===== src/hdl/tsbc_pkg.sv =====
`default_nettype none

package tsbc_pkg;

  // table geometry
  localparam int MaxTiles = 256;
  localparam int IdxW     = (MaxTiles > 1) ? $clog2(MaxTiles) : 1;
  localparam int CntW     = $clog2(MaxTiles + 1);

  // tile geometry in pixels times 16
  localparam int TileSize = 10;
  localparam int FracBits = 4;
  localparam int TilePix  = TileSize << FracBits;

  // internal position and doubled difference widths
  localparam int PosW    = 24;
  localparam int DiffW   = PosW + 2;
  localparam int OutPosW = 20;

  // configuration port
  localparam int CfgW    = 8;
  localparam int CfgIdxW = 1;
  localparam logic [CfgIdxW-1:0] CFG_PLAYER_WIDTH  = 1'b0;
  localparam logic [CfgIdxW-1:0] CFG_PLAYER_HEIGHT = 1'b1;
  localparam logic [CfgW-1:0]    PlayerSizeReset   = 8'd30;

  // operation codes; the unused code behaves as collide
  localparam logic [1:0] MODE_PLACE   = 2'd0;
  localparam logic [1:0] MODE_ERASE   = 2'd1;
  localparam logic [1:0] MODE_COLLIDE = 2'd2;

  // result status codes
  localparam logic [2:0] STAT_PLACED   = 3'd0;
  localparam logic [2:0] STAT_OCCUPIED = 3'd1;
  localparam logic [2:0] STAT_FULL     = 3'd2;
  localparam logic [2:0] STAT_REMOVED  = 3'd3;
  localparam logic [2:0] STAT_NOTFOUND = 3'd4;
  localparam logic [2:0] STAT_COLLIDE  = 3'd5;

  typedef struct packed {
    logic [1:0]         mode;
    logic signed [11:0] cell_x;
    logic signed [11:0] cell_y;
    logic [1:0]         tile_kind;
    logic signed [19:0] player_x;
    logic signed [19:0] player_y;
  } in_item_t;

  typedef struct packed {
    logic [2:0]         status;
    logic [8:0]         tile_count;
    logic signed [19:0] new_player_x;
    logic signed [19:0] new_player_y;
    logic               top_contact;
    logic               stop_vertical;
  } out_item_t;

  typedef struct packed {
    logic signed [11:0] col;
    logic signed [11:0] row;
    logic [1:0]         kind;
  } tile_entry_t;

  localparam int EntryW = $bits(tile_entry_t);

  // controller to datapath
  typedef struct packed {
    logic       start;
    logic       rd_next;
    logic       place_wr;
    logic       shift_wr;
    logic       dec_count;
    logic       col_stage1;
    logic       col_stage2;
    logic       load_out;
    logic [2:0] status;
  } ctrl_cmd_t;

  // datapath to controller
  typedef struct packed {
    logic [1:0] mode;
    logic       full;
    logic       scan_end;
    logic       match;
    logic       pending;
    logic       out_free;
  } ctrl_stat_t;

endpackage

`default_nettype wire


===== src/hdl/tsbc_ctrl.sv =====
`default_nettype none

module tsbc_ctrl
  import tsbc_pkg::*;
(
  input  logic       clk,
  input  logic       rst_n,
  input  logic       in_valid,
  output logic       in_stall,
  input  ctrl_stat_t stat,
  output ctrl_cmd_t  cmd
);

  typedef enum logic [2:0] {
    S_IDLE,
    S_DECODE,
    S_SCAN,
    S_SHIFT,
    S_COL_RD,
    S_COL_S1,
    S_COL_S2,
    S_FINISH
  } state_t;

  state_t     state_r, state_nxt;
  logic [2:0] status_r, status_nxt;

  // new transactions only enter while idle
  assign in_stall = (state_r != S_IDLE);

  // next state and commands
  always_comb begin
    state_nxt  = state_r;
    status_nxt = status_r;
    cmd        = '0;
    cmd.status = status_r;
    case (state_r)
      S_IDLE: begin
        if (in_valid) begin
          cmd.start = 1'b1;
          state_nxt = S_DECODE;
        end
      end
      S_DECODE: begin
        if (stat.mode == MODE_PLACE) begin
          if (stat.full) begin
            status_nxt = STAT_FULL;
            state_nxt  = S_FINISH;
          end else begin
            state_nxt = S_SCAN;
          end
        end else if (stat.mode == MODE_ERASE) begin
          state_nxt = S_SCAN;
        end else begin
          status_nxt = STAT_COLLIDE;
          state_nxt  = S_COL_RD;
        end
      end
      S_SCAN: begin
        // read ahead one entry, compare the one that just came back
        cmd.rd_next = !stat.scan_end;
        if (stat.match) begin
          if (stat.mode == MODE_PLACE) begin
            status_nxt = STAT_OCCUPIED;
            state_nxt  = S_FINISH;
          end else begin
            status_nxt = STAT_REMOVED;
            state_nxt  = S_SHIFT;
          end
        end else if (stat.scan_end) begin
          if (stat.mode == MODE_PLACE) begin
            cmd.place_wr = 1'b1;
            status_nxt   = STAT_PLACED;
          end else begin
            status_nxt = STAT_NOTFOUND;
          end
          state_nxt = S_FINISH;
        end
      end
      S_SHIFT: begin
        // move each later entry down by one
        cmd.rd_next  = !stat.scan_end;
        cmd.shift_wr = stat.pending;
        if (stat.scan_end && !stat.pending) begin
          cmd.dec_count = 1'b1;
          state_nxt     = S_FINISH;
        end
      end
      S_COL_RD: begin
        if (stat.scan_end) begin
          state_nxt = S_FINISH;
        end else begin
          cmd.rd_next = 1'b1;
          state_nxt   = S_COL_S1;
        end
      end
      S_COL_S1: begin
        cmd.col_stage1 = 1'b1;
        state_nxt      = S_COL_S2;
      end
      S_COL_S2: begin
        cmd.col_stage2 = 1'b1;
        if (stat.scan_end) begin
          state_nxt = S_FINISH;
        end else begin
          cmd.rd_next = 1'b1;
          state_nxt   = S_COL_S1;
        end
      end
      S_FINISH: begin
        if (stat.out_free) begin
          cmd.load_out = 1'b1;
          state_nxt    = S_IDLE;
        end
      end
      default: begin
        state_nxt = S_IDLE;
      end
    endcase
  end

  // state and registered status
  always_ff @(posedge clk) begin
    if (!rst_n) begin
      state_r  <= S_IDLE;
      status_r <= STAT_PLACED;
    end else begin
      state_r  <= state_nxt;
      status_r <= status_nxt;
    end
  end

endmodule

`default_nettype wire


===== config.mk =====
export PLATFORM = sky130hd
export DESIGN_NAME = tsbc_ctrl
export DESIGN_NICKNAME = d
export VERILOG_FILES = /design/src/hdl/tsbc_pkg.sv /design/src/hdl/tsbc_ctrl.sv
export SDC_FILE = /design/constraint.sdc
export NUM_CORES = 1
export LEC_CHECK = 0
export ABC_AREA = 1
export BUFFER_PORTS_ARGS = -buffer_cell sky130_fd_sc_hd__buf_2
export CORE_MARGIN = 2
export CORE_UTILIZATION = 40
export DETAILED_ROUTE_END_ITERATION = 7
export MAX_ROUTING_LAYER = met4
export PLACE_DENSITY = 0.68
export SLEW_MARGIN = 30
export SYNTH_ARGS = -nofsm -noshare
export SYNTH_HDL_FRONTEND = slang
export SYNTH_SLANG_ARGS = --single-unit

===== constraint.sdc =====
create_clock -name clk -period 1.3 [get_ports clk]
set_input_delay 0.065 -clock clk [delete_from_list [all_inputs] [get_ports clk]]
set_output_delay 0.065 -clock clk [all_outputs]
set_load 0.005 [all_outputs]

==> summary.md <==
| Metric | Value |
|---|---|
| Main flop type after synthesis | `dfxtp_1` |
| Synthesis-stage register bit count | `6` |
| CP startpoint kind | `flop` |
| Worst-skew pair later-pin latency | `0.24 ns` |
| Seq/Total Area, Yosys | `0.212` |
| Worst hold start | `rst_n` |
| Vias in the first global route | `597` |
| Placed insts | `134` |
| Total track usage | `0.171` |
| Hpwl dp | `1120 µm` |
| Die extent in x | `41.6 µm` |
| Max_cap viols | `0` |
| Die H | `41.6 µm` |
| Setup crit start | `state_r[2]` |
| Worst hold slack | `0.0839 ns` |
| Synth cell types | `21` |
| Final core occ | `0.581` |
| Core area | `1320 µm²` |
| PD cells | `2110 nW/µm²` |
| Headroom to the max-slew limit | `0.856` |
| Filler cells | `133` |
| Syn nets | `107` |
| Synthesis Warnings | `0` |
| WL final | `1500 µm` |
| Crit path DAT | `1.23 ns` |
| Critical Path RT | `1.24 ns` |
| Layout net count | `136` |
| Maximum vdd drop | `1.20 mV` |
| Share of layout cells above drive strength 1 | `0.419` |
| Initial Utilization | `0.430` |
| Minimum clock period | `1.30 ns` |
| Placement Cell Area | `694 µm²` |
| # IOs | `22` |
| WL per Instance | `10.8 µm` |
| Clock slew at reported path FFs | `0.05 ns` |
| Yosys top cell area share | `0.212` |
| # setup viols final | `0` |
| First-pass GRT wire length | `2340 µm` |
| Cell area after synthesis | `567 µm²` |
| CTS tree | `built` |
| Total number of vias | `667` |
| Layout Cells excl Fill | `139` |
| Drt drc | `0` |
| Avg Vias per Cell | `4.80` |
| Clk buf depth | `2` |
| Average instance area after synthesis | `5.84 µm²` |
| Overflow after GRT | `0` |
| Critical path class | `flop to output port` |
| Worst slew pin tran | `0.216 ns` |
| Synth top area cells | `dfxtp_1, nand2_1, nor2_1` |
| Largest net degree at the start of global routing | `8` |
| Post-synth EDFFs | `0` |
| Root Buffer | `clkbuf_4` |
| Full die area | `1730 µm²` |
| Area leader, netlist | `dfxtp_1` |
| IO Port Bufs | `21` |
| Remaining antenna violation count | `0` |
| Starting DRT DRC Count | `9` |
| # diodes | `0` |
| Final Hold Fails | `0` |
| Status | `complete, no violations` |
| Sink Count | `6` |
| RD Place Congestion | `0.797` |
| Clock Skew | `0.00342 ns` |
| CP max FO | `7` |
| Cts hold-fix bufs | `0` |
| Async set-or-reset flop fraction in the synthesized netlist | `0` |
| Total CTS buffers | `3` |
| Synth-to-layout area growth | `35.1%` |
| Element type at the critical path end | `output port` |
| # rows | `13` |
| Design Area, Final | `766 µm²` |
| Final Slew Violations | `0` |
| Worst R2R Start | `state_r[0]` |
| Max Clk Rate | `772 MHz` |
| Fin crit share | `0.996` |
| Mapped Cells | `97` |
| H-tree levels | `1` |
| Leakage | `0.422 nW` |
| Initial antenna violation count | `0` |
| Type of the worst min-delay path | `primary input to flop` |
| DRT Pass-1 Iters | `3` |
[synth_stat cells (2+ instances only)]
cell,instances
nor3_1,3
nand3_1,4
nand2_2,2
nor2_2,4
inv_1,14
a21oi_1,6
dfxtp_1,6
o21ai_0,4
inv_4,2
nand2_1,22
nor2_1,17
nand3_2,4
[area by class of cell]
cell class	count	area, µm²	area share
multi-input cells	73	387	0.505
inverters	17	73.8	0.0964
repair buffers	25	135	0.176
clock buffers	3	22.5	0.0294
well taps	15	18.8	0.0245
flip-flops and latches	6	129	0.168
[placed cells by master, fill, tap and decap left out, types with 3 or more instances in the layout]
cell,netlist,final
nand2_1,22,21
buf_2,0,21
nor2_1,17,14
inv_1,14,14
nor2_2,4,6
a21oi_1,6,6
nand3_2,4,5
o21ai_0,4,4
buf_4,0,4
nor3_1,3,3
nand2_2,2,3
nand3_1,4,3
clkbuf_4,0,3
dfxtp_1,6,3
[metal layers]
metal	vias to the layer above	wire, µm	global-route usage
li1	360	-	-
met3	6	57	0.0261
met1	289	675	0.234
met4	0	32	0.0452
met5	-	0	-
met2	12	736	0.263
[critical path: stages (launching register included)]
cell	delay (ns)
dfxtp_4	0.37
inv_6	0.09
nand2_4	0.07
nor2_4	0.11
inv_1	0.08
nor2_1	0.13
buf_2	0.13
[worst paths after layout]
| path | slack [ns] | end | depth (start not counted) |
|---|---|---|---|
| worst max-delay path | 0.005 | cmd[7] | 6 |
| worst min-delay path | 0.08 | state_r[0] | 3 |
| worst max register to register | 0.13 | state_r[2] | 6 |
| worst min register to register | 0.46 | status_r[2] | 2 |
[cell families after synthesis]
group,Yosys count,share of synthesized area
DFF,6,0.212
and+or+nand+nor,61,0.534
buffers and inverters,18,0.141
AOI/OAI and AO/OA,12,0.113
[flip-flops by register name, indices dropped and copies added, names as in the netlist]
name / cells
status_r: 3
state_r: 3
[repair_timing]
item	in CTS	in global routing
resized for setup	1	12
endpoints found under the setup margin	2	10
buffers inserted	0	2
pin swaps	0	1
[power by group]
group	internal (W)	switching [W]	total, W	leakage, nW
registers	0.000289	0.000118	0.000408	0.0511
logic	0.000432	0.000609	0.00104	0.357
clock network	0.000104	0.0000621	0.000166	0.0138
total	0.000826	0.000790	0.00162	0.422
[stage by stage]
step | setup TNS [ns] | setup slack [ns] | power [W]
CTS | 0 | 0.00875 | 0.00148
finish | 0 | 0.00479 | 0.00162
floorplan | 0 | 0.162 | 0.00105
global route | -0.0783 | -0.0564 | 0.00178
global placement | 0 | 0.0358 | 0.00130
detailed placement | 0 | 0.0145 | 0.00130
No activity file was read; power rests on OpenSTA's default activity.
